--- config.mk ---
export PLATFORM = sky130hd
export DESIGN_NAME = sc3_win
export DESIGN_NICKNAME = d
export VERILOG_FILES = /design/src/sharpen_conv3x3_abs_core_assert.svh /design/src/sc3_pkg.sv /design/src/sc3_win.sv
export SDC_FILE = /design/constraint.sdc
export NUM_CORES = 1
export LEC_CHECK = 0
export BUFFER_PORTS_ARGS = -buffer_cell sky130_fd_sc_hd__clkbuf_2
export CORE_MARGIN = 2
export CORE_UTILIZATION = 55
export CTS_CLUSTER_DIAMETER = 120
export DETAILED_ROUTE_END_ITERATION = 12
export MAX_ROUTING_LAYER = met4
export PLACE_DENSITY = 0.75
export SKIP_CTS_REPAIR_TIMING = 1
export SYNTH_ARGS = -nofsm -noshare
export SYNTH_HDL_FRONTEND = slang
export SYNTH_SLANG_ARGS = --single-unit
--- constraint.sdc ---
create_clock -name clk -period 8.85 [get_ports clk]
set_input_delay 1.3275 -clock clk [delete_from_list [all_inputs] [get_ports clk]]
set_output_delay 1.3275 -clock clk [all_outputs]
set_load 0.1 [all_outputs]
--- src/sharpen_conv3x3_abs_core_assert.svh ---
// Assertion macros shared by the sharpen filter RTL.
// No dependencies; included by the modules that carry assertions.
`ifndef SHARPEN_CONV3X3_ABS_CORE_ASSERT_SVH
`define SHARPEN_CONV3X3_ABS_CORE_ASSERT_SVH

// Consequent must hold in the same cycle as the antecedent.
`define SC3_ASSERT_NOW(name, clk_s, rst_s, ante, cons, msg) \
  name: assert property (@(posedge clk_s) disable iff (rst_s) (ante) |-> (cons)) \
    else $error(msg);

// Consequent must hold in the cycle after the antecedent.
`define SC3_ASSERT_NEXT(name, clk_s, rst_s, ante, cons, msg) \
  name: assert property (@(posedge clk_s) disable iff (rst_s) (ante) |=> (cons)) \
    else $error(msg);

`endif

--- src/sc3_pkg.sv ---
// Shared types and constants of the 3x3 sharpen filter.
// No dependencies; imported by sc3_pos, sc3_win, the top level and the testbench.
`timescale 1ns / 1ps
`default_nettype none

package sc3_pkg;

  localparam int WIDTH_REG_W  = 12;
  localparam int HEIGHT_REG_W = 16;
  localparam int CFG_DATA_W   = 16;
  localparam int CFG_INDEX_W  = 1;
  localparam int FILTERED_W   = 11;
  localparam int OUT_TDATA_W  = 16;

  localparam logic [CFG_INDEX_W-1:0] CFG_IMAGE_WIDTH  = 1'b0;
  localparam logic [CFG_INDEX_W-1:0] CFG_IMAGE_HEIGHT = 1'b1;

  localparam logic [WIDTH_REG_W-1:0]  WIDTH_RESET  = 12'd640;
  localparam logic [HEIGHT_REG_W-1:0] HEIGHT_RESET = 16'd480;

  typedef struct packed {
    logic emit;
    logic last;
    logic has_up;
    logic has_down;
    logic has_left;
    logic has_right;
  } pos_flags_t;

endpackage

`default_nettype wire

--- src/sc3_win.sv ---
// 3x3 window registers and the sharpen kernel with absolute value.
// Depends on sc3_pkg; the result is combinational from the window state, mid and the flags.
`timescale 1ns / 1ps
`default_nettype none

module sc3_win
  import sc3_pkg::*;
#(
  parameter int PIXEL_BITS = 8
) (
  input  logic                  clk,
  input  logic                  rst,
  input  logic                  shift,
  input  logic [PIXEL_BITS-1:0] top,
  input  logic [PIXEL_BITS-1:0] mid,
  input  logic [PIXEL_BITS-1:0] bot,
  input  pos_flags_t            flags,
  output logic [FILTERED_W-1:0] filtered
);

  localparam int SW = (PIXEL_BITS + 4 > FILTERED_W + 1) ? PIXEL_BITS + 4 : FILTERED_W + 1;

  logic [PIXEL_BITS-1:0] col2 [3];
  logic [PIXEL_BITS-1:0] col1_mid;
  logic [SW-1:0]         centre;
  logic [SW-1:0]         sum;
  logic [SW-1:0]         mag;

  always_comb begin
    centre = SW'(col2[1]);
    sum = (centre << 2) + centre;
    if (flags.has_up) sum = sum - SW'(col2[0]);
    if (flags.has_down) sum = sum - SW'(col2[2]);
    if (flags.has_left) sum = sum - SW'(col1_mid);
    if (flags.has_right) sum = sum - SW'(mid);
    mag = sum[SW-1] ? (~sum + SW'(1)) : sum;
    filtered = mag[FILTERED_W-1:0];
  end

  always_ff @(posedge clk) begin
    if (rst) begin
      col2[0] <= '0;
      col2[1] <= '0;
      col2[2] <= '0;
      col1_mid <= '0;
    end else if (shift) begin
      col1_mid <= col2[1];
      col2[0] <= top;
      col2[1] <= mid;
      col2[2] <= bot;
    end
  end

endmodule

`default_nettype wire

After elaboration in Yosys (flattened, before gate mapping)
Memories as Yosys holds them, arrays and structs flattened. Cells that the tools add are included.

Flip-flop bits (word level): 8. Memories: 1. Output and inout bits: 11. Bits of input ports: 33. Word-level logic and storage cells: 25. Memory bits (writable): 24.

Memories: col2 (depth 3, width 8, read ports 3, clocked after memory_dff 0, wr ports 3, RTL line sc3_win.sv:23) `logic [PIXEL_BITS-1:0] col2 [3];`.

Add/subtract/negate cells: 6. Mux-type cells: 13. Bitwise logic cells: 4.

Operator list (number): 12-bit 2-to-1 mux (4); 12-bit by 8-bit subtractor with 12-bit output (3); 8-bit 2-to-1 mux (3); 11-bit by 8-bit subtractor with 12-bit output (1); 10-bit by 8-bit adder with 11-bit output (1); 11-bit by 1-bit adder with 11-bit output (second input constant) (1); 11-bit 2-to-1 mux (1); 11-bit inverter (1); 1-bit 2-to-1 mux (5); 1-bit bitwise OR (3).

Logic depth before layout (Yosys ltp)
Gate-level depths: netlist (run 1). An unclocked memory read counts as a cell.

Word-level depth: 13. Depth in mapped cells: 31. Mapped depth without buffers: 30.

Worst setup path after synthesis (run 1)
Ideal clock, no wire load.

Path kind: input-to-output. Start: input port flags[3] (netlist name). End: output port filtered[1]. Buffers on the path: 3. Arrival: 8.562 ns. Data required time: 7.523 ns. Cell stages on the path: 26. Setup slack: -1.039 ns. Path through: clkbuf_1 > clkbuf_1 > mux2_2 > ha_1 > nor2b_1 > o31a_1 > o21a_1 > or3_1 > and2_1 > mux2_2 > ha_1 > o21a_1 > o31a_1 > a211oi_1 > a41o_1 > or2_2 > ha_1 > o21ai_0 > a31oi_1 > o21ai_0 > a21boi_0 > nand2b_1 > o32ai_1 > o2bb2ai_1 > buf_2 > o31ai_1.

Cells in the longest elaborated chain, start to end: 10.

RTL lines: start: declaration (RTL line sc3_win.sv:17) `input pos_flags_t flags,`; 12-bit 2-to-1 mux * (RTL line sc3_win.sv:32) `if (flags.has_up) sum = sum - SW'(col2[0]);`; 12-bit by 8-bit subtractor with 12-bit output (RTL line sc3_win.sv:33) `if (flags.has_down) sum = sum - SW'(col2[2]);`; 12-bit 2-to-1 mux * (RTL line sc3_win.sv:33); 12-bit by 8-bit subtractor with 12-bit output (RTL line sc3_win.sv:34) `if (flags.has_left) sum = sum - SW'(col1_mid);`; 12-bit 2-to-1 mux * (RTL line sc3_win.sv:34); 12-bit by 8-bit subtractor with 12-bit output (RTL line sc3_win.sv:35) `if (flags.has_right) sum = sum - SW'(mid);`; 12-bit 2-to-1 mux * (RTL line sc3_win.sv:35); 11-bit inverter (RTL line sc3_win.sv:36) `mag = sum[SW-1] ? (~sum + SW'(1)) : sum;`; 11-bit by 1-bit adder with 11-bit output (RTL line sc3_win.sv:36); 11-bit 2-to-1 mux * (RTL line sc3_win.sv:36); end: declaration (RTL line sc3_win.sv:18) `output logic [FILTERED_W-1:0] filtered`.

Mark *: on every way between the ends. The rest lies on a longest branch, timed or not.

==> results of run 1 <==
-- routing by layer --
metal	track usage	share of wire	vias to the layer above
li1	-	-	1821
met1	0.320	0.45	1754
met2	0.418	0.50	107
met3	0.0327	0.037	18
met4	0.0308	0.013	0
met5	-	0	-
-- critical path, delay by kind of cell (launching register included) --
family | cells | cell delay [ns]
compound gates | 14 | 2.29
flops | 1 | 0.40
simple gates | 6 | 1.48
xor+xnor | 2 | 0.41
fa+ha+maj | 5 | 1.59
buf+inv | 4 | 0.60
mux | 1 | 0.28
-- metrics by stage --
step | util | hold WS, ns
2_1_floorplan | - | 0.460
3_3_place_gp | 0.656 | 0.478
3_5_place_dp | 0.656 | 0.483
4_1_cts | 0.668 | 0.500
5_1_grt | 0.707 | 0.539
6_report | 0.707 | 0.499
-- state kept, by name, summed over array words and instances, names as in the netlist --
register  flops
col1_mid      8
col2         24
-- final timing paths --
| path | startpoint | slack, ns | cells after the start | to |
|---|---|---|---|---|
| worst max-delay path | col2[0][10] | 0.18 | 32 | filtered[10] |
| worst min-delay path | col1_mid[4] | 0.50 | 2 | col1_mid[4] |
| worst max register to register | col2[0][9] | 7.87 | 3 | col1_mid[1] |
| worst min register to register | col1_mid[4] | 0.50 | 2 | col1_mid[4] |
-- cell families (layout without fill, tap and decap cells) --
kind of cell / count (synthesis) / count (layout) / synth area share
xor+xnor: 27 / 27 / 0.0774
flops: 32 / 32 / 0.217
buf+inv: 66 / 124 / 0.0657
compound gates: 134 / 134 / 0.237
simple gates: 147 / 147 / 0.206
fa+ha+maj: 45 / 45 / 0.147
mux: 19 / 19 / 0.0494
-- cell usage in the layout (no fill, tap or decap), types with 9 or more instances in the layout --
master and n:
nor2b_1 15, nor3b_1 9, inv_1 50, nand2_1 15
mux2i_1 11, edfxtp_1 24, and2_1 29, ha_1 30
o21a_1 13, a21oi_1 14, o21ai_0 27, buf_4 21
nor2_1 34, nor3_1 9, clkbuf_2 31, buf_12 11
-- layout make-up --
cell class,instances,area [um^2],area share
clock inverters,1,5.00,0.000981
well taps,99,124,0.0243
multi-input cells,372,3250,0.636
inverters,50,188,0.0368
flip-flops and latches,32,881,0.173
repair buffers,66,581,0.114
clock buffers,7,76.3,0.0150
==> qor.csv, run 1 <==
stage,metric,value,unit
outcome,status,"complete, no violations",
yosys,sequential fraction of the synthesis area,0.217,
yosys,Netlist cell types,78,
global_routing,GRT overflow,0,
job,Max-Cap Viols,0,
floorplanning,Die Area,8080,um^2
yosys,syn_nets,547,
yosys,most frequent cell after synthesis,inv_1,
final_layout,fraction of layout cells with a size suffix above 1,0.265,
route,vias,3700,
yosys,Ys Warns,0,
yosys,synthesized area,4060,um^2
yosys,"FF+latch count, synth",32,
global_routing,antenna violations before repair,0,
placement,Post-Place Cells,608,
final_layout,Syn-to-layout area delta,25.8,%
timing,Final Setup Violations,0,
global_routing,vias in the first global route,3533,
yosys,"top cells by area, synth","edfxtp_1 (18%), ha_1 (12%), inv_1 (4.6%)",
timing,Final Max Slew Viols,0,
route,TritonRoute pass-1 iters,6,
floorplanning,IO Count,44,
placement,Placement Cell Area,4740,um^2
final_layout,Antenna diodes,0,
yosys,"top cells by count, synth","inv_1 (50), ha_1 (39), nor2_1 (35)",
floorplanning,Initial Util,0.562,
route,WL/cell,15.9,um
floorplanning,die span in y,89.9,um
worst_setup_path,CP Class,reg -> out,
timing,RSZ-0062 raised after global routing,yes,
yosys,"Avg Cell Area, Syn",8.63,um^2
worst_setup_path,Max stage delay on crit path,0.48,ns
cts,CTS tree,built,
final_layout,fin area,5100,um^2
global_routing,total track usage,0.244,
cts,Clock Sinks,32,
timing,Worst Skew,0.000288,ns
worst_setup_path,Crit. End Element,primary output,
worst_hold_path,Min-Delay Path Class,reg -> reg,
yosys,Yosys top cell area share,0.178,
route,Total Wirelength,9.97,mm
yosys,dominant synthesized flop cell,edfxtp_1,
cts,"Reg clk slew, reported paths",0.07,ns
cts,clock buffer depth,2,
route,initial DRC count,200,
worst_setup_path,CP Data Required Time,7.52,ns
timing,Slew @ Worst Pin,0.951,ns
floorplanning,Die Wd,89.9,um
cts,# H-tree levels,2,
global_routing,first-pass GRT wire length,16.0,mm
yosys,fraction of registers with async set/reset,0,
yosys,Synth area leader,edfxtp_1,
final_layout,Final Non-Filler Cells,627,
worst_setup_path,CP Launch Type,flop,
placement,routability cong.,0.842,
worst_setup_path,Crit Path Max Fanout,5,
cts,CTS Buf Count,5,
route,drt drc,0,
placement,Place WS,0.0736,ns
yosys,Mapped Cells,470,
cts,CTS root buffer,clkbuf_8,
worst_setup_path,"Top cell by count, worst path",buf_4,
timing,relative slew slack,0.360,
worst_setup_path,CP max stage cell,or4_1,
floorplanning,FP Rows,31,
route,ANT nets after route,0,
timing,final-report hold violation count,0,
cts,"Clk Latency, worst-skew pair",0.28,ns
placement,count of port buffers added during placement,41,
final_layout,Filler Cell Count,583,
final_layout,Layout Nets,604,
timing,minimum clock period,8.67,ns
timing,fmax,115,MHz
timing,sum of negative setup slack,0,ns
placement,post-DP HPWL,7.58,mm
worst_setup_path,Worst EP arrival,7.34,ns
yosys,number of synthesized flops with an enable pin,24,
route,via/cell ratio,5.90,
timing,Final period util,0.979,
timing,Final WS setup,0.185,ns
floorplanning,core area,7210,um^2
global_routing,largest net degree at the start of global routing,25,
Power of run 1 is not shown: default switching activity piles up to over one toggle a cycle in this logic, so the estimate is an artifact.
==> run 2, diff against run 1 <==
--- a/config.mk
+++ b/config.mk
@@ -9,10 +9,12 @@
 export CORE_MARGIN = 2
 export CORE_UTILIZATION = 55
 export CTS_CLUSTER_DIAMETER = 120
+export CTS_CLUSTER_SIZE = 8
 export DETAILED_ROUTE_END_ITERATION = 12
 export MAX_ROUTING_LAYER = met4
 export PLACE_DENSITY = 0.75
 export SKIP_CTS_REPAIR_TIMING = 1
+export SLEW_MARGIN = 15
 export SYNTH_ARGS = -nofsm -noshare
 export SYNTH_HDL_FRONTEND = slang
 export SYNTH_SLANG_ARGS = --single-unit
==> constraint.sdc (replaced) <==
create_clock -name clk -period 10.2 [get_ports clk]
set_input_delay 1.53 -clock clk [delete_from_list [all_inputs] [get_ports clk]]
set_output_delay 1.53 -clock clk [all_outputs]
set_load 0.1 [all_outputs]
==> run 2 against run 1 <==
  * Global-route usage down 1.3 points
  * Flip-flop and latch count unchanged
  * Hold slack better by 0.0037 ns
  * Die area unchanged
  * Highest routed layer unchanged
  * Utilization down 8.7 points
  * Clock skew up 0.0011 ns
  * Register-to-register slack better by 1.4 ns
  * Critical path depth down 3
  * Wire length down 11%
  * Via count down 6.4%
  * Count of clock-buffer cells in the layout down 1
==> qor.csv, run 2 (synthesized netlist as in run 1, its figures left out) <==
stage,metric,value,unit
final_layout,"commonest non-fill, non-tap cell in the layout",inv_1,
timing,fmax,105,MHz
worst_hold_path,Min-Delay Path Class,reg -> reg,
cts,clock buffer depth,2,
floorplanning,Die Wd,89.9,um
final_layout,max reg flops,24,
worst_setup_path,Max stage delay on crit path,0.55,ns
cts,CTS root buffer,clkbuf_8,
global_routing,vias in the first global route,3448,
worst_setup_path,CP max stage cell,or4_1,
worst_setup_path,"Buf+Inv Stages, Crit Path",1,
worst_setup_path,CP Data Required Time,8.67,ns
timing,Final Setup Violations,0,
placement,post-DP HPWL,7.26,mm
route,ANT nets after route,0,
final_layout,most frequent cells in the layout,"inv_1 (50), ha_1 (39), clkbuf_2 (39), nor2_1 (35), o21ai_0 (30)",
cts,"Reg clk slew, reported paths",0.07,ns
placement,routability cong.,0.862,
timing,sum of negative setup slack,0,ns
global_routing,largest net degree at the start of global routing,25,
worst_setup_path,CP Class,reg -> out,
global_routing,antenna violations before repair,0,
route,TritonRoute pass-1 iters,4,
final_layout,biggest regs,"col2 (24), col1_mid (8)",
route,Total Wirelength,8.87,mm
job,Max-Cap Viols,0,
floorplanning,IO Count,44,
cts,"Clk Latency, worst-skew pair",0.28,ns
global_routing,first-pass GRT wire length,15.5,mm
floorplanning,Initial Util,0.562,
floorplanning,Die Area,8080,um^2
final_layout,Syn-to-layout area delta,10.3,%
global_routing,total track usage,0.231,
final_layout,Layout Nets,583,
outcome,status,"complete, no violations",
final_layout,Largest Register,col2,
global_routing,GRT overflow,0,
timing,Final period util,0.938,
cts,# H-tree levels,2,
worst_setup_path,Crit path depth,29,
final_layout,fraction of layout cells with a size suffix above 1,0.172,
timing,RSZ-0062 raised after global routing,no,
worst_setup_path,Crit Path Max Fanout,9,
floorplanning,core area,7210,um^2
worst_setup_path,Crit path max-delay family,compound AO/OA/AOI/OAI gates,
cts,Clock Sinks,32,
timing,Slew @ Worst Pin,0.745,ns
route,drt drc,0,
timing,final-report hold violation count,0,
timing,minimum clock period,9.56,ns
worst_setup_path,worst reg2reg path depth,2,
cts,CTS tree,built,
floorplanning,die span in y,89.9,um
route,WL/cell,14.6,um
worst_setup_path,Worst EP arrival,8.03,ns
final_layout,Antenna diodes,0,
timing,Final Max Slew Viols,0,
placement,count of port buffers added during placement,41,
timing,Worst Skew,0.00139,ns
route,vias,3463,
worst_setup_path,CP Launch Type,flop,
cts,CTS Buf Count,5,
route,via/cell ratio,5.71,
worst_setup_path,Crit. End Element,primary output,
worst_setup_path,"Top cell by count, worst path",ha_1,
final_layout,Filler Cell Count,673,
worst_hold_path,hold path depth,2,
route,initial DRC count,210,
timing,relative slew slack,0.499,
floorplanning,FP Rows,31,
[run 2: cell type report]
cell class                 instances  area [um^2]  area share
inverter                          50          188      0.0419
tap                               99          124      0.0277
multi-input combinational        372         2920       0.654
clock buffer                       6         72.6      0.0162
timing repair buffer              45          250      0.0559
sequential                        32          881       0.197
clock inverter                     2         35.0     0.00783
[run 2: through the flow]
stage                     hold slack (ns)  cells  worst slack (ns)  utilization  cell area [um^2]
after floorplan                     0.460    470             0.238            -              4060
after global placement              0.476    596             0.763        0.600              4330
after detailed placement            0.487    596             0.577        0.600              4330
after CTS                           0.504    604             0.214        0.614              4430
after global routing                0.536    606            0.0236        0.620              4470
final                               0.503    606             0.636        0.620              4470
[run 2: path summary, 6_finish.rpt]
path	from	endpoint	slack [ns]
worst max-delay path	col2[0][8]	filtered[10]	0.64
worst min-delay path	col1_mid[3]	col1_mid[3]	0.50
worst max register to register	col2[0][9]	col1_mid[1]	9.26
worst min register to register	col1_mid[3]	col1_mid[3]	0.50
[run 2: worst register-to-register path, stage by stage (launching register included)]
cell	delay, ns
edfxtp_1	0.55
mux2i_1	0.22
nor2_1	0.07
[run 2: routing by layer]
layer | global-route usage | routed length (um)
met4 | 0.0321 | 77
met3 | 0.0302 | 189
met1 | 0.301 | 4360
met2 | 0.397 | 4240
met5 | - | 0
Power of run 2 is left out for the same reason.
