[src/sharpen_conv3x3_abs_core_assert.svh]
// Assertion macros shared by the sharpen filter RTL.
// No dependencies; included by the modules that carry assertions.
`ifndef SHARPEN_CONV3X3_ABS_CORE_ASSERT_SVH
`define SHARPEN_CONV3X3_ABS_CORE_ASSERT_SVH

// Consequent must hold in the same cycle as the antecedent.
`define SC3_ASSERT_NOW(name, clk_s, rst_s, ante, cons, msg) \
  name: assert property (@(posedge clk_s) disable iff (rst_s) (ante) |-> (cons)) \
    else $error(msg);

// Consequent must hold in the cycle after the antecedent.
`define SC3_ASSERT_NEXT(name, clk_s, rst_s, ante, cons, msg) \
  name: assert property (@(posedge clk_s) disable iff (rst_s) (ante) |=> (cons)) \
    else $error(msg);

`endif

[src/sc3_pkg.sv]
// Shared types and constants of the 3x3 sharpen filter.
// No dependencies; imported by sc3_pos, sc3_win, the top level and the testbench.
`timescale 1ns / 1ps
`default_nettype none

package sc3_pkg;

  localparam int WIDTH_REG_W  = 12;
  localparam int HEIGHT_REG_W = 16;
  localparam int CFG_DATA_W   = 16;
  localparam int CFG_INDEX_W  = 1;
  localparam int FILTERED_W   = 11;
  localparam int OUT_TDATA_W  = 16;

  localparam logic [CFG_INDEX_W-1:0] CFG_IMAGE_WIDTH  = 1'b0;
  localparam logic [CFG_INDEX_W-1:0] CFG_IMAGE_HEIGHT = 1'b1;

  localparam logic [WIDTH_REG_W-1:0]  WIDTH_RESET  = 12'd640;
  localparam logic [HEIGHT_REG_W-1:0] HEIGHT_RESET = 16'd480;

  typedef struct packed {
    logic emit;
    logic last;
    logic has_up;
    logic has_down;
    logic has_left;
    logic has_right;
  } pos_flags_t;

endpackage

`default_nettype wire

[src/sc3_pos.sv]
// Frame position tracking: input and output counters, frame size registers.
// Depends on sc3_pkg; produces the column and edge flags of each transfer.
`timescale 1ns / 1ps
`default_nettype none

module sc3_pos
  import sc3_pkg::*;
#(
  parameter int MAX_WIDTH = 2048,
  parameter int CW = 11
) (
  input  logic                   clk,
  input  logic                   rst,
  input  logic                   cfg_we,
  input  logic [CFG_INDEX_W-1:0] cfg_index,
  input  logic [CFG_DATA_W-1:0]  cfg_data,
  input  logic                   take,
  output logic [CW-1:0]          col,
  output pos_flags_t             flags
);

  function automatic logic [CW-1:0] width_last(input logic [WIDTH_REG_W-1:0] raw);
    logic [31:0] r;
    r = 32'(raw);
    if (r == 32'd0) return '0;
    if (r > 32'(MAX_WIDTH)) return CW'(MAX_WIDTH - 1);
    return CW'(r - 32'd1);
  endfunction

  logic [CW-1:0]           w_last;
  logic [HEIGHT_REG_W-1:0] h_last;
  logic [CW-1:0]           in_col;
  logic [HEIGHT_REG_W-1:0] in_row;
  logic [CW-1:0]           out_col;
  logic [HEIGHT_REG_W-1:0] out_row;
  logic                    col_wrap;
  logic                    out_wrap;

  always_comb begin
    col = (in_col > w_last) ? '0 : in_col;
    col_wrap = (col == w_last);
    out_wrap = (out_col >= w_last);
    flags.emit = (in_row >= 16'd2) || ((in_row == 16'd1) && (col != '0));
    flags.last = out_wrap && (out_row >= h_last);
    flags.has_up = (out_row != '0);
    flags.has_down = (out_row < h_last);
    flags.has_left = (out_col != '0);
    flags.has_right = (out_col < w_last);
  end

  always_ff @(posedge clk) begin
    if (rst) begin
      w_last <= width_last(WIDTH_RESET);
      h_last <= HEIGHT_RESET - 16'd1;
      in_col <= '0;
      in_row <= '0;
      out_col <= '0;
      out_row <= '0;
    end else if (cfg_we) begin
      unique case (cfg_index)
        CFG_IMAGE_WIDTH: begin
          w_last <= width_last(cfg_data[WIDTH_REG_W-1:0]);
        end
        CFG_IMAGE_HEIGHT: begin
          h_last <= (cfg_data == '0) ? '0 : cfg_data - 16'd1;
        end
        default: begin
        end
      endcase
      in_col <= '0;
      in_row <= '0;
      out_col <= '0;
      out_row <= '0;
    end else if (take) begin
      if (flags.emit && flags.last) begin
        in_col <= '0;
        in_row <= '0;
        out_col <= '0;
        out_row <= '0;
      end else begin
        if (col_wrap) begin
          in_col <= '0;
          if (in_row != 16'hFFFF) begin
            in_row <= in_row + 16'd1;
          end
        end else begin
          in_col <= col + CW'(1);
        end
        if (flags.emit) begin
          if (out_wrap) begin
            out_col <= '0;
            out_row <= out_row + 16'd1;
          end else begin
            out_col <= out_col + CW'(1);
          end
        end
      end
    end
  end

endmodule

`default_nettype wire

[config.mk]
export PLATFORM = sky130hd
export DESIGN_NAME = sc3_pos
export DESIGN_NICKNAME = d
export VERILOG_FILES = /design/src/sharpen_conv3x3_abs_core_assert.svh /design/src/sc3_pkg.sv /design/src/sc3_pos.sv
export SDC_FILE = /design/constraint.sdc
export NUM_CORES = 1
export LEC_CHECK = 0
export BUFFER_PORTS_ARGS = -buffer_cell sky130_fd_sc_hd__buf_2
export CORE_MARGIN = 2
export CORE_UTILIZATION = 25
export DETAILED_ROUTE_END_ITERATION = 10
export PLACE_DENSITY_LB_ADDON = 0.08
export SYNTH_ARGS = -nofsm -noshare
export SYNTH_HDL_FRONTEND = slang
export SYNTH_SLANG_ARGS = --single-unit
[constraint.sdc]
create_clock -name clk -period 4.35 [get_ports clk]
set_input_delay 0.6525 -clock clk [delete_from_list [all_inputs] [get_ports clk]]
set_output_delay 0.6525 -clock clk [all_outputs]
set_load 0.01 [all_outputs]
======== Yosys cells after proc, flatten, opt, wreduce, memory -nomap -nowiden ========
Cells that the tools add are included.
operators by class
  equal/unequal tests ..................... 3
  magnitude comparators ................... 7
  mux-type cells .......................... 26
  reductions and logical operators ........ 19
  add/sub/neg operators ................... 6
  bitwise operators ....................... 1
operators by type and width
  kind                                                                                   number
  16-bit two-way mux                                                                     7
  11-bit two-way mux                                                                     10
  16-bit by 1-bit adder with 16-bit output (second input constant)                       2
  11-bit by 1-bit adder with 11-bit output (second input constant)                       2
  11-bit nonzero test                                                                    2
  16-bit by 1-bit == test with 1-bit output (second input constant)                      1
  16-bit greater-or-equal comparator                                                     1
  16-bit by 2-bit greater-or-equal comparator with 1-bit output (second input constant)  1
  16-bit logical NOT                                                                     1
  16-bit less-than comparator                                                            1
  16-bit inequality test (second input constant)                                         1
  16-bit nonzero test                                                                    1
  16-bit by 1-bit subtractor with 16-bit output (second input constant)                  1
  12-bit greater-than comparator (second input constant)                                 1
  12-bit logical NOT                                                                     1
  11-bit == test                                                                         1
  11-bit greater-or-equal comparator                                                     1
  11-bit greater-than comparator                                                         1
  11-bit less-than comparator                                                            1
  11-bit by 1-bit subtractor with 11-bit output (second input constant)                  1
  1-bit two-way mux                                                                      9
  2-bit nonzero test                                                                     4
  2-bit AND reduction                                                                    3
  3-bit AND reduction                                                                    2
  other kinds (4)                                                                        6
storage, ports and cells
  output and inout port bits .............. 17
  word-level logic and storage cells ...... 68
  bits of input ports ..................... 21
  flip-flop bits (word level) ............. 81

======== Longest topological paths before layout ========
Gate-level depths: netlist of run 1.
  word-level depth ........................ 11
  mapped depth ............................ 17
  mapped depth without buffers ............ 15

======== Least setup slack after synthesis of run 1 ========
OpenSTA, ideal clock, no wires.
  kind .................................... reg-to-reg
  from .................................... reg w_last[10]
  to ...................................... reg out_row[10]
  data arrival time ....................... 3.442 ns
  library setup time ...................... 0.128 ns
  period minus slack after synthesis ...... 3.569 ns
  path buffers ............................ 2
  cell stages (with the launch flop) ...... 17
  path slack .............................. 0.781 ns
  cells stage by stage .................... dfxtp_1 inv_1 ha_1 a41o_1 a21oi_2 nand2b_1 clkbuf_1 and2_1 nand2_1 ha_1 o2111ai_1 a311o_1 clkbuf_1 nand4_1 nor4_1 xnor2_1 nor2_1
RTL lines
  what                    RTL line       text
  start, declared         sc3_pos.sv:30  logic [CW-1:0] w_last;
  start signal, assigned  sc3_pos.sv:53  w_last <= width_last(WIDTH_RESET);
  start signal, assigned  sc3_pos.sv:62  w_last <= width_last(cfg_data[WIDTH_REG_W-1:0]);
  end signal, assigned    sc3_pos.sv:92  out_row <= out_row + 16'd1;
  end, declared           sc3_pos.sv:35  logic [HEIGHT_REG_W-1:0] out_row;

======== Final worst setup path of run 1 ========
  from .................................... reg w_last[4]
  to ...................................... reg in_row[6]
on the way
  longest elaborated chain between the ends .. 8
RTL lines
  what                                  RTL line       text
  11-bit greater-than comparator        sc3_pos.sv:40  col = (in_col > w_last) ? '0 : in_col;
  11-bit two-way mux                    sc3_pos.sv:40
  11-bit nonzero test                   sc3_pos.sv:43  flags.emit = (in_row >= 16'd2) || ((in_row == 16'd1) && (col != '0));
  1-bit logical AND                     sc3_pos.sv:43
  1-bit logical OR                      sc3_pos.sv:43
  1-bit logical AND                     sc3_pos.sv:75  if (flags.emit && flags.last) begin
  2-bit nonzero test (no source line)   --
  3-bit AND reduction (no source line)  --
  end signal, assigned                  sc3_pos.sv:84  in_row <= in_row + 16'd1;
  end, declared                         sc3_pos.sv:33  logic [HEIGHT_REG_W-1:0] in_row;
Parallel ways exist; a longest one is shown, timed or not.
A chain may end at the register's enable or synchronous reset.

==> results of run 1 <==
## worst min-delay path: stages (launching register included)
cell and delay [ns]:
sky130_fd_sc_hd__dfxtp_1 0.29, sky130_fd_sc_hd__inv_1 0.07, sky130_fd_sc_hd__a211oi_1 0.07
## kinds of logic after synthesis
logic type,after synthesis,share of synthesized area (%)
buffers and inverters,88,6.35
multiplexers,10,1.86
AO/OA/AOI/OAI,156,18.8
flip-flops,81,29.7
AND/OR/NAND/NOR,276,26.3
XOR/XNOR,36,5.77
adder cells (fa/ha/maj),49,11.2
## registers in the layout (all words and copies together), names as in the netlist
name / cells
out_row: 16
in_row: 16
h_last: 16
out_col: 11
w_last: 11
in_col: 11
## cell type report
type,instances,area (µm²),share of cell area (%)
multi-input cells,527,3490,56.2
flip-flops and latches,81,1620,26.1
well taps,280,350,5.64
clock buffers,12,256,4.13
repair buffers,45,245,3.95
inverters,58,218,3.51
clock inverters,4,26.3,0.423
## layer usage
layer	vias to the layer above	GRT usage, %	part of all wire, %
met1	2462	20.5	49
met5	-	0	0
met3	17	2.19	4.3
li1	2585	-	-
met2	120	24.3	45
met4	0	5.51	1.9
## worst paths after layout
kind | depth (start not counted) | endpoint | slack, ns | startpoint
worst min register to register | 2 | h_last[14]$_SDFFE_PP0P_ | 0.48 | h_last[14]$_SDFFE_PP0P_
worst max-delay path | 14 | in_row[6]$_SDFFE_PP0P_ | 0.41 | w_last[4]$_SDFFE_PP1P_
worst max register to register | 14 | in_row[6]$_SDFFE_PP0P_ | 0.41 | w_last[4]$_SDFFE_PP1P_
worst min-delay path | 2 | h_last[14]$_SDFFE_PP0P_ | 0.48 | h_last[14]$_SDFFE_PP0P_
## cells in the final DEF (no fill, tap or decap), types with 8 or more instances in the layout
cell type,netlist,routed
sky130_fd_sc_hd__o21ai_1,10,10
sky130_fd_sc_hd__nand2_1,48,48
sky130_fd_sc_hd__nor3_1,14,14
sky130_fd_sc_hd__buf_4,0,8
sky130_fd_sc_hd__and3_1,30,30
sky130_fd_sc_hd__a31oi_1,15,15
sky130_fd_sc_hd__o31ai_1,9,9
sky130_fd_sc_hd__nor2_1,76,76
sky130_fd_sc_hd__xor2_1,19,19
sky130_fd_sc_hd__nand3_1,20,20
sky130_fd_sc_hd__clkbuf_16,0,9
sky130_fd_sc_hd__nor4_1,18,18
sky130_fd_sc_hd__xnor2_1,17,17
sky130_fd_sc_hd__or3_1,8,8
sky130_fd_sc_hd__mux2i_1,9,9
sky130_fd_sc_hd__a21oi_1,39,39
sky130_fd_sc_hd__buf_2,1,37
sky130_fd_sc_hd__nand4_1,24,24
sky130_fd_sc_hd__inv_1,57,57
sky130_fd_sc_hd__ha_1,48,48
sky130_fd_sc_hd__o21ai_0,24,24
sky130_fd_sc_hd__dfxtp_1,81,81
## power by group through the flow
stage	combinational (W)	clock [W]	sequential, W
3_5_place_dp	0.000144	0	0.000789
2_1_floorplan	0.0000963	0	0.000783
6_report	0.000142	0.000747	0.000772
4_1_cts	0.000144	0.000774	0.000772
5_1_grt	0.000162	0.000806	0.000774
3_3_place_gp	0.000142	0	0.000789
## per-stage QoR
step,power (W),std cells,area (µm²),util [%]
after global routing,0.00174,1007,6210,28.7
after CTS,0.00169,1007,6210,28.7
final,0.00166,1007,6210,28.7
after global placement,0.000931,991,5930,27.4
after detailed placement,0.000933,991,5930,27.4
after floorplan,0.000879,696,5460,-
==> flow_metrics.env, run 1 <==
export IMPL_worstSetupPathType="reg -> reg"
export IMPL_finalSetupViolCount=0
export IMPL_gp_congestion=0.835
export IMPL_cts_tree="yes"
export IMPL_start_util_pct=25.3
export IMPL_core_area_mm2=0.0216
export IMPL_critical_path_required_ns=4.63
export IMPL_static_leakage_power_nw=2.61
export IMPL_wl_per_cell_um=16.5
export IMPL_flow_area_growth_from_synthesis_pct=13.7
export IMPL_ys_top_cells_by_count="sky130_fd_sc_hd__dfxtp_1 (81), sky130_fd_sc_hd__nor2_1 (76), sky130_fd_sc_hd__inv_1 (57)"
export IMPL_htreeDepth=3
export IMPL_fillers=2408
export IMPL_dr_total_vias=5184
export IMPL_yosysTopAreaCellShare_pct=29.7
export IMPL_worstPathBufferInverterCount=1
export IMPL_post_cts_setup_buffers=0
export IMPL_worst_slack_ns=0.405
export IMPL_powerDensity_mw_per_mm2=268
export IMPL_slew_viol_final=0
export IMPL_root_buffer="sky130_fd_sc_hd__clkbuf_16"
export IMPL_synthMostInstantiatedCell="sky130_fd_sc_hd__dfxtp_1"
export IMPL_synth_top_area_cell="sky130_fd_sc_hd__dfxtp_1"
export IMPL_peakVddDrop_mv=0.168
export IMPL_fp_dieArea_mm2=0.0230
export IMPL_cts_hold_buffers_added=0
export IMPL_synth_seq_area_share_pct=29.7
export IMPL_fin_crit_sh_pct=90.7
export IMPL_dp_hpwl_um=12800
export IMPL_worst_hold_path_type="reg -> reg"
export IMPL_cp_cell_sequence="inv_1 -> ha_1 -> and4_1 -> o21ai_0 -> a21bo_2 -> and2_1 -> nand2_1 -> ha_1 -> o2111ai_1 -> a311o_1 -> nand3_1 -> nand2_1 -> or3_4 -> o2bb2ai_1"
export IMPL_dieWidth_um=152
export IMPL_switching_share_of_total_power_pct=26.2
export IMPL_drv_max_cap_violation_count=0
export IMPL_max_slew_margin_rel_pct=15.4
export IMPL_achievable_frequency_mhz=254
export IMPL_final_antenna_net_count=0
export IMPL_grt_pass1_wl_um=27000
export IMPL_drt_pre_antenna_iters=4
export IMPL_synth_edff_count=0
export IMPL_netSwitchingPower_w=0.000436
export IMPL_fp_row_count=54
export IMPL_crit_path_end_kind="flip-flop"
export IMPL_num_nets_final=791
export IMPL_globalRouteTotalUtil_pct=15.1
export IMPL_comb_power_share_pct=8.6
export IMPL_seq_power_share_pct=46.5
export IMPL_yosys_warnings=0
export IMPL_netlist_cell_type_count=63
export IMPL_synth_nets=765
export IMPL_floorplan_io_pins=38
export IMPL_clock_path_buffers=2
export IMPL_finalHoldViolations=0
export IMPL_synth_top_cells_by_area="sky130_fd_sc_hd__dfxtp_1 (30%), sky130_fd_sc_hd__ha_1 (11%), sky130_fd_sc_hd__nor2_1 (5.2%)"
export IMPL_rsz0062_at_grt="no"
export IMPL_netlist_instances=696
export IMPL_num_antenna_cells=0
export IMPL_synthesized_flop_and_latch_total=81
export IMPL_cts_num_sinks=81
export IMPL_cpPeakStageDelay_ns=0.46
export IMPL_clk_latency_ns=0.35
export IMPL_syn_area_per_cell_um2=7.85
export IMPL_drtIter0Drc=272
export IMPL_synth_top_flop_cell="sky130_fd_sc_hd__dfxtp_1"
export IMPL_routed_wl_um=16700
export IMPL_clk_pin_slew_worst_paths_ns=0.07
export IMPL_preCtsSetupSlack_ns=0.441
export IMPL_critPathArrivalTime_ns=4.22
export IMPL_intPower_w=0.00123
export IMPL_die_h_um=152
export IMPL_clock_skew_ns=0.0128
export IMPL_route_detailed_drc=0
export IMPL_route_detailed_vias_per_inst=5.15
export IMPL_synth_cell_area_mm2=0.00546
export IMPL_tritoncts_num_buffers=9
export IMPL_fin_setup_tns_ns=0
export IMPL_worstPathMaxFanout=15
export IMPL_fin_crit_ns=3.94
export IMPL_critical_path_slowest_cell="sky130_fd_sc_hd__dfxtp_1"
export IMPL_place_port_buffers=37
export IMPL_status="completed"
export IMPL_pin_count_of_the_biggest_net_entering_global_routing=30
export IMPL_grt_pass1_vias=5075
export IMPL_worst_slew_pin_transition_ns=1.26
export IMPL_grt_overflow_total=0
export IMPL_resized_cells_post_cts=0
export IMPL_drive_above_1_share_pct=10.5
export IMPL_worstSetupStartpointType="flip-flop"
export IMPL_synth_async_sr_flop_share_pct=0
export IMPL_grt_antenna_before_repair=0
export IMPL_critPathTopFamily="simple AND/OR/NAND/NOR gates"
export IMPL_timing_hold_ws_ns=0.484
export IMPL_pwr_share_clk_pct=45.0
Note: power is estimated with default switching activity, not from simulation.
==> run 2, diff against run 1 <==
Settings changed: CORE_MARGIN 2 to default.
==> flow_metrics.env, run 2 (same netlist as run 1, synthesis figures left out) <==
export IMPL_finalHoldViolations=0
export IMPL_root_buffer="sky130_fd_sc_hd__clkbuf_16"
export IMPL_cpPeakStageDelay_ns=0.46
export IMPL_grt_antenna_before_repair=0
export IMPL_floorplan_io_pins=38
export IMPL_largestRegisters="h_last: 16 flops, in_row: 16 flops, out_row: 16 flops"
export IMPL_clk_latency_ns=0.36
export IMPL_worstSetupStartpointType="flip-flop"
export IMPL_fin_crit_ns=3.91
export IMPL_comb_power_share_pct=8.2
export IMPL_hold_path_cells=2
export IMPL_max_slew_margin_rel_pct=20.7
export IMPL_gp_congestion=0.827
export IMPL_pwr_share_clk_pct=48.0
export IMPL_drt_pre_antenna_iters=5
export IMPL_route_detailed_vias_per_inst=5.12
export IMPL_worst_slew_pin_transition_ns=1.18
export IMPL_globalRouteTotalUtil_pct=15.6
export IMPL_grt_overflow_total=0
export IMPL_reg2regPathDepth=14
export IMPL_status="completed"
export IMPL_start_util_pct=25.7
export IMPL_grt_pass1_wl_um=26800
export IMPL_drtIter0Drc=400
export IMPL_core_area_mm2=0.0212
export IMPL_crit_path_end_kind="flip-flop"
export IMPL_grt_pass1_vias=4981
export IMPL_cts_num_sinks=81
export IMPL_utilization_pct=29.4
export IMPL_final_antenna_net_count=0
export IMPL_tritoncts_num_buffers=9
export IMPL_routed_wl_um=16600
export IMPL_critical_path_slowest_cell="sky130_fd_sc_hd__or3_4"
export IMPL_fin_crit_sh_pct=90.0
export IMPL_finalSetupViolCount=0
export IMPL_cts_hold_buffers_added=0
export IMPL_pin_count_of_the_biggest_net_entering_global_routing=30
export IMPL_die_h_um=150
export IMPL_fp_row_count=53
export IMPL_peakVddDrop_mv=0.173
export IMPL_critical_path_required_ns=4.62
export IMPL_clk_pin_slew_worst_paths_ns=0.06
export IMPL_worst_hold_path_type="reg -> reg"
export IMPL_num_nets_final=791
export IMPL_critPathArrivalTime_ns=4.19
export IMPL_netSwitchingPower_w=0.000437
export IMPL_flow_area_growth_from_synthesis_pct=14.3
export IMPL_most_common_layout_cells="sky130_fd_sc_hd__dfxtp_1 (81), sky130_fd_sc_hd__nor2_1 (76), sky130_fd_sc_hd__inv_1 (57)"
export IMPL_cp_cell_sequence="inv_1 -> ha_1 -> nand4_1 -> a21oi_1 -> a21bo_2 -> and2_1 -> nand2_1 -> ha_1 -> o2111ai_1 -> a311o_1 -> nand3_1 -> nand2_1 -> or3_4 -> mux2i_1"
export IMPL_rsz0062_at_grt="no"
export IMPL_clock_path_buffers=2
export IMPL_dp_hpwl_um=12700
export IMPL_drive_above_1_share_pct=10.5
export IMPL_fillers=2306
export IMPL_intPower_w=0.00132
export IMPL_htreeDepth=3
export IMPL_post_cts_setup_buffers=0
export IMPL_layout_cells_most_common="sky130_fd_sc_hd__dfxtp_1"
export IMPL_dr_total_vias=5128
export IMPL_powerDensity_mw_per_mm2=282
export IMPL_cts_tree="yes"
export IMPL_place_port_buffers=37
export IMPL_wl_per_cell_um=16.5
export IMPL_static_leakage_power_nw=2.62
export IMPL_fp_dieArea_mm2=0.0224
export IMPL_resized_cells_post_cts=0
export IMPL_seq_power_share_pct=43.9
export IMPL_slew_viol_final=0
export IMPL_dieWidth_um=150
export IMPL_timing_hold_ws_ns=0.475
export IMPL_clock_skew_ns=0.0137
export IMPL_num_antenna_cells=0
export IMPL_switching_share_of_total_power_pct=24.9
export IMPL_worstSetupPathType="reg -> reg"
export IMPL_fin_setup_tns_ns=0
export IMPL_route_detailed_drc=0
export IMPL_worstPathMaxFanout=15
export IMPL_achievable_frequency_mhz=256
export IMPL_drv_max_cap_violation_count=0
==> run 2: power groups by stage <==
stage	Sequential [W]	Combinational (W)	Clock (W)
floorplan	0.000783	0.0000963	0
global placement	0.000788	0.000143	0
detailed placement	0.000788	0.000145	0
CTS	0.000771	0.000146	0.000867
global route	0.000773	0.000164	0.000898
finish	0.000771	0.000143	0.000844
==> run 2: area by class of cell <==
type | count | area (µm²) | share of cell area (%)
flip-flops and latches | 81 | 1620 | 26.0
multi-input cells | 527 | 3490 | 56.0
repair buffers | 45 | 245 | 3.93
clock buffers | 10 | 239 | 3.83
well taps | 275 | 344 | 5.51
inverters | 58 | 218 | 3.49
clock inverters | 5 | 80.1 | 1.28
==> run 2: stage by stage <==
stage,std cells,setup slack (ns),instance area (µm²),total power [W]
6_report,1001,0.437,6240,0.00176
5_1_grt,1001,0.117,6240,0.00183
4_1_cts,1001,0.459,6240,0.00178
3_5_place_dp,986,0.479,5920,0.000934
3_3_place_gp,986,0.661,5920,0.000931
2_1_floorplan,696,0.781,5460,0.000879
==> run 2: critical path: cells and delay by family, from the launching register on <==
| family | cells | cell delay (ns) |
|---|---|---|
| simple gates | 6 | 1.58 |
| flops | 1 | 0.44 |
| mux | 1 | 0.13 |
| fa+ha+maj | 2 | 0.54 |
| buf+inv | 1 | 0.13 |
| compound gates | 4 | 1.01 |
==> run 2: worst paths after layout <==
| check | from | to | slack [ns] |
|---|---|---|---|
| worst max-delay path | w_last[10]$_SDFFE_PP0P_ | in_row[0]$_SDFFE_PP0P_ | 0.44 |
| worst min-delay path | h_last[1]$_SDFFE_PP1P_ | h_last[1]$_SDFFE_PP1P_ | 0.48 |
| worst max register to register | w_last[10]$_SDFFE_PP0P_ | in_row[0]$_SDFFE_PP0P_ | 0.44 |
| worst min register to register | h_last[1]$_SDFFE_PP1P_ | h_last[1]$_SDFFE_PP1P_ | 0.48 |
==> run 2: routing by layer <==
metal	track usage, %	up-vias	part of all wire, %
met5	0	-	0
met4	5.56	0	2.0
met3	2.90	24	4.3
met2	24.1	119	44
met1	21.3	2406	50
li1	-	2579	-
==> run 3, diff against run 2 <==
Settings changed: CORE_UTILIZATION 25 to 61.
==> flow_metrics.env, run 3 (same netlist as run 1, synthesis figures left out) <==
export IMPL_static_leakage_power_nw=2.58
export IMPL_reg2reg_slack_ns=0.44
export IMPL_fin_crit_ns=3.91
export IMPL_num_nets_final=787
export IMPL_pin_count_of_the_biggest_net_entering_global_routing=30
export IMPL_worstPathBufferInverterCount=1
export IMPL_utilization_pct=68.4
export IMPL_slew_viol_final=0
export IMPL_worst_hold_path_type="reg -> reg"
export IMPL_reg2reg_to="in_row[6]$_SDFFE_PP0P_"
export IMPL_worstPathMaxFanout=15
export IMPL_critical_path_slowest_cell="sky130_fd_sc_hd__or3_4"
export IMPL_htreeDepth=3
export IMPL_placedCellCount=815
export IMPL_grt_pass1_wl_um=23200
export IMPL_worst_slew_pin_transition_ns=1.10
export IMPL_final_antenna_net_count=0
export IMPL_post_cts_setup_buffers=0
export IMPL_largestRegisters="h_last: 16 flops, in_row: 16 flops, out_row: 16 flops"
export IMPL_most_common_layout_cells="sky130_fd_sc_hd__dfxtp_1 (81), sky130_fd_sc_hd__nor2_1 (76), sky130_fd_sc_hd__inv_1 (57)"
export IMPL_fin_crit_sh_pct=89.8
export IMPL_worst_slack_ns=0.442
export IMPL_root_buffer="sky130_fd_sc_hd__clkbuf_8"
export IMPL_regToRegStartpoint="w_last[4]$_SDFFE_PP1P_"
export IMPL_cts_tree="yes"
export IMPL_grt_pass1_vias=4893
export IMPL_route_detailed_drc=0
export IMPL_crit_path_end_kind="flip-flop"
export IMPL_worstSetupPathType="reg -> reg"
export IMPL_dr_total_vias=5215
export IMPL_drive_above_1_share_pct=10.1
export IMPL_dieWidth_um=96.6
export IMPL_achievable_frequency_mhz=256
export IMPL_core_area_mm2=0.00868
export IMPL_final_design_area_no_fill_mm2=0.00594
export IMPL_worstSetupStartpointType="flip-flop"
export IMPL_fp_dieArea_mm2=0.00933
export IMPL_preCtsSetupSlack_ns=0.527
export IMPL_reg2regPathDepth=14
export IMPL_cts_hold_buffers_added=0
export IMPL_drt_pre_antenna_iters=5
export IMPL_resized_cells_post_cts=0
export IMPL_clock_path_buffers=2
export IMPL_peakVddDrop_mv=0.166
export IMPL_fp_row_count=34
export IMPL_multi_input_area_mm2=0.00349
export IMPL_critical_path_required_ns=4.65
export IMPL_num_antenna_cells=0
export IMPL_cp_cell_sequence="inv_1 -> ha_1 -> and4_1 -> o21ai_0 -> a21bo_2 -> and2_1 -> nand2_1 -> ha_1 -> o2111ai_1 -> a311o_1 -> nand3_1 -> nand2_1 -> or3_4 -> o2bb2ai_1"
export IMPL_critPathTopFamily="simple AND/OR/NAND/NOR gates"
export IMPL_critPathArrivalTime_ns=4.21
export IMPL_die_h_um=96.6
export IMPL_fillers=775
export IMPL_whs_endpoint="h_last[14]$_SDFFE_PP0P_"
export IMPL_rsz0062_at_grt="no"
export IMPL_floorplan_io_pins=38
export IMPL_powerDensity_mw_per_mm2=273
export IMPL_status="completed"
export IMPL_gp_congestion=0.915
export IMPL_grt_overflow_total=0
export IMPL_drv_max_cap_violation_count=0
export IMPL_grt_antenna_before_repair=0
export IMPL_route_detailed_vias_per_inst=6.28
export IMPL_clock_skew_ns=0.0177
export IMPL_finalSetupViolCount=0
export IMPL_drtIter0Drc=303
export IMPL_wl_per_cell_um=16.4
export IMPL_max_slew_margin_rel_pct=26.2
export IMPL_routed_wl_um=13600
export IMPL_clk_pin_slew_worst_paths_ns=0.10
export IMPL_dp_hpwl_um=10100
export IMPL_tritoncts_num_buffers=9
export IMPL_cpPeakStageDelay_ns=0.47
export IMPL_cts_num_sinks=81
export IMPL_dpl_cell_area_mm2=0.00568
export IMPL_hold_start="h_last[14]$_SDFFE_PP0P_"
export IMPL_finalHoldViolations=0
export IMPL_hold_path_cells=2
export IMPL_place_port_buffers=37
export IMPL_clk_latency_ns=0.36
export IMPL_fin_setup_tns_ns=0
export IMPL_start_util_pct=62.9
export IMPL_regArea_mm2=0.00162
export IMPL_final_cells=831
export IMPL_layout_cells_most_common="sky130_fd_sc_hd__dfxtp_1"
export IMPL_globalRouteTotalUtil_pct=29.7
export IMPL_flow_area_growth_from_synthesis_pct=8.75
[run 3: cell count changes in the layout (fill, tap and decap cells not counted)]
| cell | change |
|---|---|
| sky130_fd_sc_hd__buf_4 | -4 |
| sky130_fd_sc_hd__clkinvlp_4 | -2 |
| sky130_fd_sc_hd__clkinv_2 | -1 |
| sky130_fd_sc_hd__clkbuf_16 | -9 |
| sky130_fd_sc_hd__clkbuf_8 | +8 |
| sky130_fd_sc_hd__inv_6 | +3 |
| sky130_fd_sc_hd__bufinv_16 | +1 |
| sky130_fd_sc_hd__clkinv_8 | +1 |
[run 3: metal layers]
metal / vias to the layer above / wire length [µm] / GRT usage [%]
li1: 2572 / - / -
met1: 2426 / 6280 / 39.9
met2: 197 / 6380 / 49.6
met3: 20 / 781 / 4.84
met4: 0 / 170 / 7.23
met5: - / 0 / 0
[run 3: area by class of cell]
cell class,count,share of cell area [%]
Multi-Input combinational cell,527,58.8
Timing Repair Buffer,41,3.62
Clock inverter,7,2.23
Tap cell,108,2.28
Sequential cell,81,27.3
Clock buffer,9,2.09
Inverter,58,3.67
[run 3: worst max-delay path by stage]
stage | slack (ns) | depth (start not counted) | to | from
floorplan | 0.78 | 16 | out_row[10]$_SDFFE_PP0P_ | w_last[10]$_SDFFE_PP0P_
global placement | 0.62 | 14 | in_row[0]$_SDFFE_PP0P_ | w_last[6]$_SDFFE_PP1P_
detailed placement | 0.53 | 14 | in_row[6]$_SDFFE_PP0P_ | w_last[6]$_SDFFE_PP1P_
CTS | 0.48 | 11 | flags[5] | w_last[2]$_SDFFE_PP1P_
global route | 0.21 | 14 | in_row[6]$_SDFFE_PP0P_ | w_last[6]$_SDFFE_PP1P_
finish | 0.44 | 14 | in_row[6]$_SDFFE_PP0P_ | w_last[4]$_SDFFE_PP1P_
[run 3: worst register-to-register path: stages, from the launching register on]
cell and delay [ns]:
sky130_fd_sc_hd__dfxtp_1 0.43, sky130_fd_sc_hd__inv_1 0.12, sky130_fd_sc_hd__ha_1 0.32, sky130_fd_sc_hd__and4_1 0.28, sky130_fd_sc_hd__o21ai_0 0.18, sky130_fd_sc_hd__a21bo_2 0.33
sky130_fd_sc_hd__and2_1 0.18, sky130_fd_sc_hd__nand2_1 0.12, sky130_fd_sc_hd__ha_1 0.16, sky130_fd_sc_hd__o2111ai_1 0.09, sky130_fd_sc_hd__a311o_1 0.42, sky130_fd_sc_hd__nand3_1 0.38
sky130_fd_sc_hd__nand2_1 0.26, sky130_fd_sc_hd__or3_4 0.47, sky130_fd_sc_hd__o2bb2ai_1 0.14
[run 3: per-stage QoR]
step                power, W  hold slack [ns]
floorplan           0.000879            0.439
global placement    0.000919            0.454
detailed placement  0.000925            0.458
CTS                  0.00162            0.478
global route         0.00168            0.513
finish               0.00162            0.480
[run 3: where the power goes]
group / leakage (nW) / total (W) / internal [W] / switching, W
logic: 1.79 / 0.000142 / 0.0000495 / 0.0000920
registers: 0.658 / 0.000770 / 0.000757 / 0.0000131
clock network: 0.128 / 0.000708 / 0.000392 / 0.000315
